**config.mk**
```make
export PLATFORM = sky130hd
export DESIGN_NAME = led_matrix_frame_and_row_scanner_unit
export DESIGN_NICKNAME = d
export VERILOG_FILES = /design/src/rtl/lmfrs_pkg.sv /design/src/rtl/lmfrs_ctrl.sv /design/src/rtl/lmfrs_dp.sv /design/src/rtl/led_matrix_frame_and_row_scanner_unit.sv
export SDC_FILE = /design/constraint.sdc
export NUM_CORES = 1
export LEC_CHECK = 0
export ABC_AREA = 1
export ABC_CLOCK_PERIOD_IN_PS = 2770
export BUFFER_PORTS_ARGS = -buffer_cell sky130_fd_sc_hd__buf_4
export CAP_MARGIN = 10
export CELL_PAD_IN_SITES_DETAIL_PLACEMENT = 0
export CELL_PAD_IN_SITES_GLOBAL_PLACEMENT = 1
export CORE_ASPECT_RATIO = 0.5
export CORE_MARGIN = 3
export CORE_UTILIZATION = 45
export CTS_CLUSTER_DIAMETER = 120
export DETAILED_ROUTE_END_ITERATION = 16
export MAX_ROUTING_LAYER = met4
export PLACE_DENSITY = 0.89
export REMOVE_ABC_BUFFERS = 1
export SLEW_MARGIN = 40
export SYNTH_ARGS = -nofsm -noshare
export SYNTH_HDL_FRONTEND = slang
export SYNTH_SLANG_ARGS = --single-unit
```
**constraint.sdc**
```tcl
create_clock -name clk -period 2.77 [get_ports clk]
set_clock_uncertainty 0.2 [all_clocks]
set_input_delay 0.277 -clock clk [delete_from_list [all_inputs] [get_ports clk]]
set_output_delay 0.277 -clock clk [all_outputs]
set_load 0.01 [all_outputs]
```
**src/rtl/lmfrs_pkg.sv**
```systemverilog
// shared constants, types and command/status structs of the led matrix row scanner
// no dependencies; used by every module of the block by scoped names
package lmfrs_pkg;

	localparam int ROWS     = 6;
	localparam int COLS     = 12;
	localparam int PAD_BITS = 2;

	localparam int KIND_W    = 2;
	localparam int ROW_IN_W  = 3;
	localparam int PAT_W     = 12;
	localparam int XPOS_W    = 4;
	localparam int WIDTH_W   = 4;
	localparam int S_DATA_W  = 24;
	localparam int M_DATA_W  = 8;

	localparam int STREAM_BITS = COLS + PAD_BITS + ROWS;
	localparam int ROW_IDX_W   = (ROWS > 1) ? $clog2(ROWS) : 1;
	localparam int CNT_W       = $clog2(STREAM_BITS + 1);
	localparam int PLACE_W     = PAT_W + COLS;
	localparam int SH_W        = 7;

	typedef enum logic [KIND_W-1:0] {
		KIND_CLEAR  = 2'd0,
		KIND_INSERT = 2'd1,
		KIND_SCAN   = 2'd2,
		KIND_NONE   = 2'd3
	} kind_t;

	typedef enum logic {
		ST_IDLE  = 1'b0,
		ST_SHIFT = 1'b1
	} state_t;

	typedef struct packed {
		logic clear;
		logic insert;
		logic load;
		logic shift;
	} cmd_t;

	typedef struct packed {
		logic last;
	} status_t;

endpackage

```
**src/rtl/lmfrs_ctrl.sv**
```systemverilog
// controller state machine of the led matrix row scanner
// decodes the word kind and sequences the serial stream; uses lmfrs_pkg
module lmfrs_ctrl (
	input  logic                      clk,
	input  logic                      arst_n,
	input  logic                      in_valid,
	input  logic [lmfrs_pkg::KIND_W-1:0] in_kind,
	output logic                      in_ready,
	output logic                      out_valid,
	input  logic                      out_ready,
	input  lmfrs_pkg::status_t        status,
	output lmfrs_pkg::cmd_t           cmd
);

	lmfrs_pkg::state_t state_q;
	lmfrs_pkg::state_t state_next;
	lmfrs_pkg::kind_t  kind;

	assign kind = lmfrs_pkg::kind_t'(in_kind);

	always_ff @(posedge clk or negedge arst_n) begin
		if (!arst_n) begin
			state_q <= lmfrs_pkg::ST_IDLE;
		end else begin
			state_q <= state_next;
		end
	end

	always_comb begin
		state_next = state_q;
		unique case (state_q)
			lmfrs_pkg::ST_IDLE: begin
				if (in_valid && kind == lmfrs_pkg::KIND_SCAN) begin
					state_next = lmfrs_pkg::ST_SHIFT;
				end
			end
			lmfrs_pkg::ST_SHIFT: begin
				if (out_ready && status.last) begin
					state_next = lmfrs_pkg::ST_IDLE;
				end
			end
			default: state_next = lmfrs_pkg::ST_IDLE;
		endcase
	end

	always_comb begin
		in_ready   = 1'b0;
		out_valid  = 1'b0;
		cmd        = '0;
		unique case (state_q)
			lmfrs_pkg::ST_IDLE: begin
				in_ready = 1'b1;
				if (in_valid) begin
					unique case (kind)
						lmfrs_pkg::KIND_CLEAR:  cmd.clear  = 1'b1;
						lmfrs_pkg::KIND_INSERT: cmd.insert = 1'b1;
						lmfrs_pkg::KIND_SCAN:   cmd.load   = 1'b1;
						default: ;
					endcase
				end
			end
			lmfrs_pkg::ST_SHIFT: begin
				out_valid = 1'b1;
				cmd.shift = out_ready;
			end
			default: ;
		endcase
	end

endmodule

```
**src/rtl/lmfrs_dp.sv**
```systemverilog
// datapath of the led matrix row scanner: frame store, insert placement,
// row pointer and serial shift register; uses lmfrs_pkg
module lmfrs_dp (
	input  logic                          clk,
	input  logic                          arst_n,
	input  lmfrs_pkg::cmd_t               cmd,
	output lmfrs_pkg::status_t            status,
	input  logic [lmfrs_pkg::ROW_IN_W-1:0] row,
	input  logic [lmfrs_pkg::PAT_W-1:0]   pattern,
	input  logic [lmfrs_pkg::XPOS_W-1:0]  x_pos,
	input  logic [lmfrs_pkg::WIDTH_W-1:0] width,
	output logic                          serial_data,
	output logic                          latch
);

	logic [lmfrs_pkg::COLS-1:0]        frame_q [lmfrs_pkg::ROWS];
	logic [lmfrs_pkg::ROW_IDX_W-1:0]   scan_row_q;
	logic [lmfrs_pkg::STREAM_BITS-1:0] sr_q;
	logic [lmfrs_pkg::CNT_W-1:0]       cnt_q;

	logic [lmfrs_pkg::WIDTH_W-1:0]     w_eff;
	logic [lmfrs_pkg::PAT_W:0]         mask_ext;
	logic [lmfrs_pkg::PLACE_W-1:0]     bits_ext;
	logic [lmfrs_pkg::PLACE_W-1:0]     placed;
	logic [lmfrs_pkg::SH_W-1:0]        sh;
	logic [lmfrs_pkg::SH_W-1:0]        sh_neg;
	logic                              row_ok;
	logic [lmfrs_pkg::COLS-1:0]        line;
	logic [lmfrs_pkg::ROWS-1:0]        sel;
	logic [lmfrs_pkg::STREAM_BITS-1:0] stream;

	// insert placement
	always_comb begin
		w_eff    = (width > lmfrs_pkg::WIDTH_W'(lmfrs_pkg::PAT_W))
			? lmfrs_pkg::WIDTH_W'(lmfrs_pkg::PAT_W) : width;
		mask_ext = ((lmfrs_pkg::PAT_W+1)'(1) << w_eff) - (lmfrs_pkg::PAT_W+1)'(1);
		bits_ext = lmfrs_pkg::PLACE_W'(pattern & mask_ext[lmfrs_pkg::PAT_W-1:0]);
		sh       = lmfrs_pkg::SH_W'(lmfrs_pkg::COLS)
			- lmfrs_pkg::SH_W'(x_pos) - lmfrs_pkg::SH_W'(w_eff);
		sh_neg   = lmfrs_pkg::SH_W'(0) - sh;
		if (sh[lmfrs_pkg::SH_W-1]) begin
			placed = bits_ext >> sh_neg[lmfrs_pkg::SH_W-2:0];
		end else begin
			placed = bits_ext << sh[lmfrs_pkg::SH_W-2:0];
		end
		row_ok = (row < lmfrs_pkg::ROW_IN_W'(lmfrs_pkg::ROWS)) && (w_eff != '0);
	end

	// stream of the current row
	always_comb begin
		line   = frame_q[scan_row_q];
		sel    = ~((line != '0) ? (lmfrs_pkg::ROWS'(1) << scan_row_q) : '0);
		stream = {sel, {lmfrs_pkg::PAD_BITS{1'b1}}, line};
	end

	always_ff @(posedge clk or negedge arst_n) begin
		if (!arst_n) begin
			for (int r = 0; r < lmfrs_pkg::ROWS; r++) begin
				frame_q[r] <= '0;
			end
		end else if (cmd.clear) begin
			for (int r = 0; r < lmfrs_pkg::ROWS; r++) begin
				frame_q[r] <= '0;
			end
		end else if (cmd.insert && row_ok) begin
			frame_q[row[lmfrs_pkg::ROW_IDX_W-1:0]] <=
				frame_q[row[lmfrs_pkg::ROW_IDX_W-1:0]] | placed[lmfrs_pkg::COLS-1:0];
		end
	end

	always_ff @(posedge clk or negedge arst_n) begin
		if (!arst_n) begin
			scan_row_q <= '0;
			cnt_q      <= '0;
		end else if (cmd.load) begin
			scan_row_q <= (scan_row_q == lmfrs_pkg::ROW_IDX_W'(lmfrs_pkg::ROWS - 1))
				? '0 : scan_row_q + lmfrs_pkg::ROW_IDX_W'(1);
			cnt_q      <= '0;
		end else if (cmd.shift) begin
			cnt_q <= cnt_q + lmfrs_pkg::CNT_W'(1);
		end
	end

	always_ff @(posedge clk) begin
		if (cmd.load) begin
			sr_q <= stream;
		end else if (cmd.shift) begin
			sr_q <= sr_q >> 1;
		end
	end

	assign status.last = (cnt_q == lmfrs_pkg::CNT_W'(lmfrs_pkg::STREAM_BITS - 1));
	assign serial_data = sr_q[0];
	assign latch       = status.last;

endmodule

```
**src/rtl/led_matrix_frame_and_row_scanner_unit.sv**
```systemverilog
// top level of the led matrix frame store and row scanner
// instantiates lmfrs_ctrl and lmfrs_dp; uses lmfrs_pkg
//
// The block holds a 6 by 12 monochrome frame, zero after reset. Each input word
// carries a kind in s_axis_tuser: clear zeroes the frame, insert ORs the low width
// bits of pattern into one row with its top bit at column 11 - x_pos, and scan
// sends the next row out as 20 output words, one serial bit each: 12 column bits
// from column 0, two padding ones, then six row selects, low for the scanned row
// only when it is lit; tlast marks the latch bit. Clear and insert act on the word
// as it is taken; a scan loads the shift register, then shifts it out one bit per
// output word, holding while m_axis_tready is low. No input is taken while a scan
// is being shifted out.
module led_matrix_frame_and_row_scanner_unit (
	input  logic                            clk,
	input  logic                            arst_n,
	input  logic                            s_axis_tvalid,
	output logic                            s_axis_tready,
	// row[2:0], pattern[14:3], x_pos[18:15], width[22:19], zero fill
	input  logic [lmfrs_pkg::S_DATA_W-1:0]  s_axis_tdata,
	// kind[1:0]
	input  logic [lmfrs_pkg::KIND_W-1:0]    s_axis_tuser,
	output logic                            m_axis_tvalid,
	input  logic                            m_axis_tready,
	// serial_data[0], zero fill
	output logic [lmfrs_pkg::M_DATA_W-1:0]  m_axis_tdata,
	// latch
	output logic                            m_axis_tlast
);

	lmfrs_pkg::cmd_t    cmd;
	lmfrs_pkg::status_t status;
	logic               serial_data;

	lmfrs_ctrl u_ctrl (
		.clk       (clk),
		.arst_n    (arst_n),
		.in_valid  (s_axis_tvalid),
		.in_kind   (s_axis_tuser),
		.in_ready  (s_axis_tready),
		.out_valid (m_axis_tvalid),
		.out_ready (m_axis_tready),
		.status    (status),
		.cmd       (cmd)
	);

	lmfrs_dp u_dp (
		.clk         (clk),
		.arst_n      (arst_n),
		.cmd         (cmd),
		.status      (status),
		.row         (s_axis_tdata[2:0]),
		.pattern     (s_axis_tdata[14:3]),
		.x_pos       (s_axis_tdata[18:15]),
		.width       (s_axis_tdata[22:19]),
		.serial_data (serial_data),
		.latch       (m_axis_tlast)
	);

	assign m_axis_tdata = {(lmfrs_pkg::M_DATA_W-1)'(0), serial_data};

endmodule

```
* After elaboration in Yosys (flattened, before gate mapping) *
Cells that the tools add are included.

word-level totals
  register bits = 101
  logic and storage cells = 76
  input port bits = 30

cells by class
  magnitude comparators = 5
  add/subtract/negate cells = 6
  reductions and logical operators = 10
  shift operators = 4
  multiplexer cells = 30
  bitwise logic cells = 6
  equal/unequal tests = 4

operators by type and width
  cell                   number
  $mux 72                2
  $bmux 12 s3            2
  $bwmux 72              1
  $mux 12                6
  $mux 20                2
  $demux 12 s3           1
  $shl 24x6->12          1
  $shr 24x6->12          1
  $and 12x12->12         1
  $or 12x12->12          1
  $reduce_bool 12->1     1
  $shl 1x4->12 const A   1
  $sub 12x2->12 const B  1
  $mux 5                 2
  $mux 3                 3
  $ge 4x4->1 const B     2
  $mux 1                 8
  $not 3->4              2
  $sub 7x4->7            1
  $mux 6                 1
  $not 6->6              1
  $shl 1x3->6 const A    1
  $sub 1x6->6 const A    1
  $add 5x1->5 const B    1
  other kinds (16)       21

* Longest topological paths before layout *
Gate-level depths: netlist of run 1.

  depth after elaboration = 11
  depth in mapped cells = 19
  mapped depth without buffers = 18

* Modules after synthesis *
Synthesis of run 1 repeated with hierarchy kept, for this count alone.

unflattened totals
  cell total of the unflattened synthesis = 1005
  area, all modules = 6834.1 µm²

by module, submodules not included
  module                                 area each (µm²)  cells each  instances
  lmfrs_dp                               6680.2           978         1
  lmfrs_ctrl                             90.1             18          1
  led_matrix_frame_and_row_scanner_unit  63.8             9           1

* Least setup slack after synthesis of run 1 *
OpenSTA, ideal clock, no wires.

  path kind = in2reg
  start = input s_axis_tdata[22] in the netlist's numbering
  end = register u_dp.frame_q[33] in the netlist's numbering
  path buffers = 2
  data arrival time = 2.460 ns
  setup time = 0.117 ns
  path slack = -0.008 ns
  data required time = 2.453 ns
  stages = 16
  path through = buf_4 > nand2_1 > inv_1 > nor2_1 > ha_1 > fa_1 > ha_1 > inv_1 > clkbuf_1 > o21ai_0 > nand2_1 > nor2_1 > nor2_1 > nand2_2 > nand2_1 > nand2_1

on the way
  cells in the longest elaborated chain, start to end = 11
  elaborated cells on any way between the ends = 18
  classes of those cells = add/sub: 3; order compare: 1; shift: 3; mux: 5; bitwise: 2; reduce/logical: 4

ends and longest elaborated chain
  element                                                              RTL line                                     source
  start, declared                                                      led_matrix_frame_and_row_scanner_unit.sv:19  input logic [lmfrs_pkg::S_DATA_W-1:0] s_axis_tdata,
  $gt 4x4->1                                                           lmfrs_dp.sv:34                               w_eff = (width > lmfrs_pkg::WIDTH_W'(lmfrs_pkg::PAT_W))
  $mux 4 *                                                             lmfrs_dp.sv:35                               ? lmfrs_pkg::WIDTH_W'(lmfrs_pkg::PAT_W) : width;
  parallel branches: the longest is 9 deep, another holds $sub 7x4->7  n/a
  end signal, assigned by index                                        lmfrs_dp.sv:66                               frame_q[row[lmfrs_pkg::ROW_IDX_W-1:0]] <=
  end, declared                                                        lmfrs_dp.sv:16                               logic [lmfrs_pkg::COLS-1:0] frame_q [lmfrs_pkg::ROWS];

Mark *: on every way between the ends. The select of a mux whose other input is x is not followed.
A chain may end at the register's enable or synchronous reset.

* Worst setup path after layout of run 1 *
  start = input s_axis_tdata[21] in the netlist's numbering
  end = register u_dp.frame_q[14] in the netlist's numbering

The elaborated chain is that of the path after synthesis.

==> results of run 1 <==
report_power, final:
| group | leakage [nW] | total, mW | internal (mW) | switching, mW |
|---|---|---|---|---|
| clock network | 0.139 | 1.24 | 0.715 | 0.524 |
| logic | 2.59 | 2.09 | 0.716 | 1.37 |
| registers | 1.31 | 1.88 | 1.73 | 0.140 |
| total | 4.03 | 5.20 | 3.17 | 2.04 |
metrics by stage:
| stage | util [%] | setup TNS (ns) |
|---|---|---|
| final | 55.8 | 0 |
| after global routing | 55.8 | -0.00885 |
| after CTS | 55.4 | 0 |
| after detailed placement | 53.3 | -8.15 |
| after global placement | 53.3 | -6.48 |
| after floorplan | - | -23.30 |
registers in the layout, indices dropped and copies added, names as in the netlist:
name	flops
u_dp.sr_q	20
u_dp.cnt_q	5
u_dp.scan_row_q	3
u_ctrl.state_q	1
u_dp.frame_q	72
area by class of cell:
| class | count | area share [%] |
|---|---|---|
| inverters | 76 | 3.63 |
| multi-input cells | 766 | 47.0 |
| well taps | 192 | 3.05 |
| flip-flops and latches | 101 | 33.1 |
| clock inverters | 2 | 0.445 |
| clock buffers | 12 | 3.13 |
| repair buffers | 99 | 9.64 |
worst reg2reg max path: stages (launching register included):
cell and delay (ns):
dfrtp_1 0.43, inv_2 0.09, nand4_1 0.18, a21oi_1 0.24
nand2_1 0.20, nor2_2 0.59, nor2_1 0.13, buf_4 0.21
nand2_1 0.07, nand2_1 0.05
repair_timing:
item / CTS / global route
endpoints found under the hold margin: 44 / 0
resized for setup: 0 / 11
endpoints found under the setup margin: 0 / 42
hold buffers: 1 / 0
placed cells by master, fill, tap and decap left out, types with 10 or more instances in the layout:
| cell type | instances |
|---|---|
| nand2_2 | 14 |
| o22ai_1 | 27 |
| nand4_1 | 16 |
| dfrtp_1 | 81 |
| nor2_1 | 70 |
| a22oi_1 | 23 |
| o21ai_0 | 30 |
| a21oi_1 | 44 |
| edfxtp_1 | 18 |
| inv_1 | 65 |
| inv_2 | 10 |
| nand3_1 | 46 |
| nor2_2 | 14 |
| nand2_1 | 398 |
| buf_4 | 97 |
kinds of logic (layout without fill, tap and decap cells):
group	Yosys count	count (layout)	share of synthesized area, %
adder cells (fa/ha/maj)	10	10	1.96
AO/OA/AOI/OAI	159	159	14.3
other	1	7	0.0555
AND/OR/NAND/NOR	585	585	36.4
buffers and inverters	125	189	7.99
XOR/XNOR	5	5	0.759
flip-flops	101	101	38.6
synth_stat cells (2+ instances only):
cell / n / area share [%]
o211ai_1: 3 / 0.33
nor3_1: 9 / 0.67
edfxtp_1: 18 / 8.0
o2bb2ai_1: 7 / 0.91
ha_1: 9 / 1.7
xor2_1: 3 / 0.39
nor2_4: 3 / 0.50
a211oi_1: 2 / 0.22
nor2_1: 79 / 4.4
nand4_1: 16 / 1.5
o21ai_1: 7 / 0.52
buf_4: 11 / 1.2
dfxtp_1: 2 / 0.59
o221ai_1: 2 / 0.26
nand2_2: 17 / 1.6
o31ai_1: 2 / 0.22
o21ai_0: 31 / 2.3
nor2_2: 5 / 0.46
inv_1: 66 / 3.7
a22oi_1: 23 / 2.6
o32ai_1: 2 / 0.26
a31oi_1: 3 / 0.28
nand3b_1: 4 / 0.44
nand3_1: 47 / 3.5
inv_2: 9 / 0.50
nand3_2: 4 / 0.59
clkbuf_1: 18 / 1.0
a21oi_1: 45 / 3.3
nand2_1: 398 / 22
nor4_2: 2 / 0.37
dfrtp_1: 81 / 30
o22ai_1: 27 / 2.5
buf_2: 18 / 1.3
worst paths after layout:
path                             startpoint                to  slack, ns  depth (start not counted)
setup / recovery           s_axis_tdata[21]  u_dp.frame_q[14]       0.21                         18
hold / removal              s_axis_tuser[0]    u_ctrl.state_q       0.16                          6
setup reg to reg             u_ctrl.state_q  u_dp.frame_q[48]       0.28                          9
hold reg to reg               u_dp.sr_q[12]     u_dp.sr_q[12]       0.27                          2
max in group asynchronous            arst_n   u_dp.frame_q[6]       1.34                          3
min in group asynchronous            arst_n    u_ctrl.state_q       0.29                          2
metal layers:
layer / vias to the layer above / share of wire [%] / routed length, um / track usage [%]
met2: 315 / 45 / 9050 / 39.6
met1: 3090 / 44 / 8970 / 34.9
met5: - / 0 / 0 / -
met3: 30 / 9.1 / 1840 / 4.34
met4: 0 / 1.6 / 333 / 6.68
li1: 3350 / - / - / -
==> results.py, run 1 <==
metrics = {
    "timing": {
        "rsz0062_at_grt": "true",
        "fmax_ghz": 0.391,
        "fin_crit_ns": 2.56,
        "holdWs_ns": 0.160,
        "setup_viol": 0,
        "finalCritPeriodShare_pct": 92.3,
        "slew_viol_final": 0,
        "hold_viol": 0,
        "worst_pin_slew_ns": 0.700,
        "slew_headroom_pct": 53.3,
        "worst_slack_ns": 0.212,
    },
    "setup_path": {
        "crit_required_ns": 2.80,
        "crit_slowest_cell": "fa_1",
        "startpoint_type": "primary input",
        "path_cells": "buf_4 -> nand2_1 -> inv_1 -> nor2_1 -> ha_1 -> fa_1 -> ha_4 -> inv_1 -> nor2_4 -> nor2_4 -> buf_4 -> a21oi_1 -> a21oi_1 -> nand2_1 -> nand2_1 -> nand2_2 -> nand2_1 -> nand2_1",
        "arrival_ns": 2.59,
        "worst-path-max-fanout": 7,
        "cp_common_cell": "nand2_1",
        "critPathBufInv": 4,
        "crit_family": "simple AND/OR/NAND/NOR gates",
        "path_class": "in -> reg",
        "cp-end-kind": "flip-flop",
        "cpPeakStageDelay_ns": 0.47,
    },
    "final_layout": {
        "fillers": 1387,
        "nets": 1093,
        "diodes": 0,
        "area_growth_pct": 16.4,
        "fin_area_sq_um": 7870,
        "multi_input_area_sq_um": 3700,
        "instances_no_fill": 1248,
        "register_area_sq_um": 2610,
        "drive_above_1_share_pct": 15.7,
    },
    "routing": {
        "dr_total_vias": 6785,
        "ant_nets": 0,
        "drc": 0,
        "drt_iter0_markers": 718,
        "dr.pass1.iters": 7,
        "avgViaCountPerCell": 5.44,
        "wl_per_cell_um": 16.2,
        "totalWireLength_mm": 20.2,
    },
    "power_and_ir_drop": {
        "power_density_nw_per_um2": 661,
        "irDropWorstVdd_v": 0.000361,
        "power.total_mw": 5.20,
        "p_leak_nw": 4.03,
    },
    "logic_synthesis": {
        "ys_seq_elements": 101,
        "ys.flop_type": "dfrtp_1",
        "synth_edf_count": 18,
        "ys_seq_area_share_pct": 38.6,
        "async_flop_share_pct": 80.2,
        "yosysWarnings": 0,
        "synth_cells": 986,
        "synth_area_sq_um": 6760,
        "syn_avg_cell_area_sq_um": 6.86,
        "synth_cell_types": 46,
    },
    "cts": {
        "clockRootBuffer": "clkbuf_16",
        "cts_max_level": 3,
        "cts_buffers": 9,
        "clk_pin_slew_worst_paths_ns": 0.06,
        "clock_latency_ns": 0.34,
        "cts.sinks": 101,
        "cts_tree": "yes",
        "cts_setup_buffers": 0,
        "cts_buffer_depth": 2,
    },
    "global_route": {
        "grt_pass1_vias": 6318,
        "grt_max_degree": 47,
        "overflow": 0,
        "grtUsageTotal_pct": 25.5,
        "grt_pass1_wl_mm": 32.5,
        "antenna_found_initial": 0,
    },
    "worst_hold_path": {
        "hp-class": "in -> reg",
    },
    "place": {
        "dp_slack_ns": -0.160,
        "portBuffers": 32,
        "place_inst": 1233,
        "hpwl_mm": 14.9,
        "dpl_cell_area_sq_um": 7530,
        "gp_congestion": 0.931,
    },
    "floorplan": {
        "start_util_pct": 47.9,
        "die_x_um": 179,
        "die_h_um": 92.7,
        "die-area_sq_um": 16600,
        "core_sq_um": 14100,
        "rows": 30,
        "num_io_pins": 41,
    },
    "outcome": {
        "outcome": "complete, no violations",
    },
    "job": {
        "cap_viol_max_count": 0,
    },
}
Power figures use the tool's default switching activity.
==> run 2, diff against run 1 <==
--- a/config.mk
+++ b/config.mk
@@ -6,18 +6,18 @@
 export NUM_CORES = 1
 export LEC_CHECK = 0
 export ABC_AREA = 1
-export ABC_CLOCK_PERIOD_IN_PS = 2770
+export ABC_CLOCK_PERIOD_IN_PS = 3200
 export BUFFER_PORTS_ARGS = -buffer_cell sky130_fd_sc_hd__buf_4
 export CAP_MARGIN = 10
 export CELL_PAD_IN_SITES_DETAIL_PLACEMENT = 0
 export CELL_PAD_IN_SITES_GLOBAL_PLACEMENT = 1
 export CORE_ASPECT_RATIO = 0.5
 export CORE_MARGIN = 3
-export CORE_UTILIZATION = 45
+export CORE_UTILIZATION = 48
 export CTS_CLUSTER_DIAMETER = 120
 export DETAILED_ROUTE_END_ITERATION = 16
 export MAX_ROUTING_LAYER = met4
-export PLACE_DENSITY = 0.89
+export PLACE_DENSITY_LB_ADDON = 0.2
 export REMOVE_ABC_BUFFERS = 1
 export SLEW_MARGIN = 40
 export SYNTH_ARGS = -nofsm -noshare
==> constraint.sdc (replaced) <==
create_clock -name clk -period 3.2 [get_ports clk]
set_clock_uncertainty 0.2 [all_clocks]
set_input_delay 0.32 -clock clk [delete_from_list [all_inputs] [get_ports clk]]
set_output_delay 0.32 -clock clk [all_outputs]
set_load 0.01 [all_outputs]
==> results.py, run 2 (same netlist as run 1, synthesis figures left out) <==
metrics = {
    "outcome": {
        "outcome": "complete, no violations",
    },
    "setup_path": {
        "worst-path-max-fanout": 11,
        "path_cells": "buf_4 -> nand2_1 -> inv_1 -> nor2_1 -> ha_1 -> fa_1 -> xnor2_1 -> buf_4 -> inv_2 -> nand3_2 -> clkinv_1 -> nand4_1 -> nand3_2 -> nor2_2 -> a21oi_1 -> nand2_2 -> nand2_1 -> nand2_1",
        "cpPeakStageDelay_ns": 0.40,
        "critPathBufInv": 5,
        "path_class": "in -> reg",
        "arrival_ns": 2.83,
        "crit_family": "simple AND/OR/NAND/NOR gates",
        "cp-end-kind": "flip-flop",
        "cp_common_cell": "nand2_1",
        "crit_slowest_cell": "fa_1",
        "crit_required_ns": 3.23,
        "startpoint_type": "primary input",
    },
    "final_layout": {
        "area_growth_pct": 12.2,
        "utilization_pct": 57.4,
        "largest_reg_flops": 72,
        "reg_top3": "u_dp.frame_q (72), u_dp.sr_q (20), u_dp.cnt_q (5)",
        "layout_common_cells": "nand2_1, dfrtp_1, nor2_1",
        "drive_above_1_share_pct": 12.3,
        "nets": 1063,
        "diodes": 0,
        "top_register": "u_dp.frame_q",
        "final_common_cell": "nand2_1",
        "instances_no_fill": 1214,
        "fillers": 1257,
        "fin_area_sq_um": 7590,
    },
    "place": {
        "portBuffers": 32,
        "gp_congestion": 0.939,
        "dpl_cell_area_sq_um": 7280,
        "hpwl_mm": 14.6,
        "dp_slack_ns": 0.0590,
        "place_inst": 1197,
    },
    "global_route": {
        "grt_max_degree": 82,
        "grt_pass1_vias": 6157,
        "grtUsageTotal_pct": 26.6,
        "antenna_found_initial": 0,
        "overflow": 0,
        "grt_pass1_wl_mm": 32.7,
    },
    "floorplan": {
        "start_util_pct": 51.2,
        "die_h_um": 89.9,
        "die-area_sq_um": 15600,
        "core_sq_um": 13200,
        "num_io_pins": 41,
        "rows": 29,
        "die_x_um": 174,
    },
    "timing": {
        "setup_viol": 0,
        "fmax_ghz": 0.358,
        "slew_headroom_pct": 52.2,
        "finalCritPeriodShare_pct": 87.2,
        "worst_slack_ns": 0.409,
        "setup_tns_ns": 0,
        "rsz0062_at_grt": "false",
        "hold_viol": 0,
        "worst_pin_slew_ns": 0.716,
        "holdWs_ns": 0.200,
        "slew_viol_final": 0,
        "fin_crit_ns": 2.79,
    },
    "routing": {
        "wl_met3_mm": 1.78,
        "totalWireLength_mm": 20.4,
        "drt_iter0_markers": 667,
        "routed.top_layer": "met4",
        "dr_total_vias": 6763,
        "wl_met1_mm": 9.32,
        "dr.pass1.iters": 5,
        "avgViaCountPerCell": 5.57,
        "ant_nets": 0,
        "wl_per_cell_um": 16.8,
        "drc": 0,
        "dr_wl_met2_mm": 8.88,
    },
    "cts": {
        "clock_latency_ns": 0.34,
        "cts_buffers": 9,
        "hold_buffers": 1,
        "cts_setup_buffers": 0,
        "cts_buffer_depth": 2,
        "cts_resized": 0,
        "cts_tree": "yes",
        "cts.sinks": 101,
        "cts_max_level": 3,
        "clk_pin_slew_worst_paths_ns": 0.07,
        "clockRootBuffer": "clkbuf_16",
    },
    "job": {
        "cap_viol_max_count": 0,
    },
    "power_and_ir_drop": {
        "irDropWorstVdd_v": 0.000266,
        "p_leak_nw": 3.88,
        "power.total_mw": 4.42,
        "power_density_nw_per_um2": 583,
    },
    "worst_hold_path": {
        "hp-class": "in -> reg",
    },
}
-- run 2: power breakdown --
part | leakage [nW] | internal [mW] | switching (mW)
combinational | 2.43 | 0.530 | 1.18
clock | 0.143 | 0.626 | 0.466
sequential | 1.31 | 1.50 | 0.120
-- run 2: routing by layer --
layer	track usage, %	vias up
met5	-	-
met4	7.22	0
met3	4.88	37
met1	37.5	3128
li1	-	3294
met2	39.6	304
-- run 2: worst register-to-register path: stages, from the launching register on --
cell     delay, ns
dfrtp_1       0.42
nand2_1       0.07
inv_1         0.42
a22oi_1       0.19
a21oi_1       0.35
nor2_1        0.13
nand4_1       0.12
nor2_1        0.06
nand2_2       0.12
nand2_1       0.08
nand2_1       0.06
nand2_1       0.05
-- run 2: cell type report --
type	instances	area, sq um	share of cell area [%]
multi-input cells	766	3640	48.0
flip-flops and latches	101	2610	34.4
repair buffers	69	527	6.94
inverters	76	285	3.76
clock buffers	12	246	3.25
well taps	186	233	3.07
clock inverters	4	47.5	0.627
-- run 2: path summary, 6_finish.rpt --
path	from	end	slack, ns	cells past startpoint
max	s_axis_tdata[21]	u_dp.frame_q[23]	0.41	18
min	s_axis_tuser[1]	u_ctrl.state_q	0.20	5
max reg2reg	u_dp.scan_row_q[1]	u_dp.sr_q[14]	0.69	11
min reg2reg	u_dp.sr_q[13]	u_dp.sr_q[13]	0.26	2
max in group asynchronous	arst_n	u_dp.frame_q[34]	1.96	2
min in group asynchronous	arst_n	u_ctrl.state_q	0.37	2
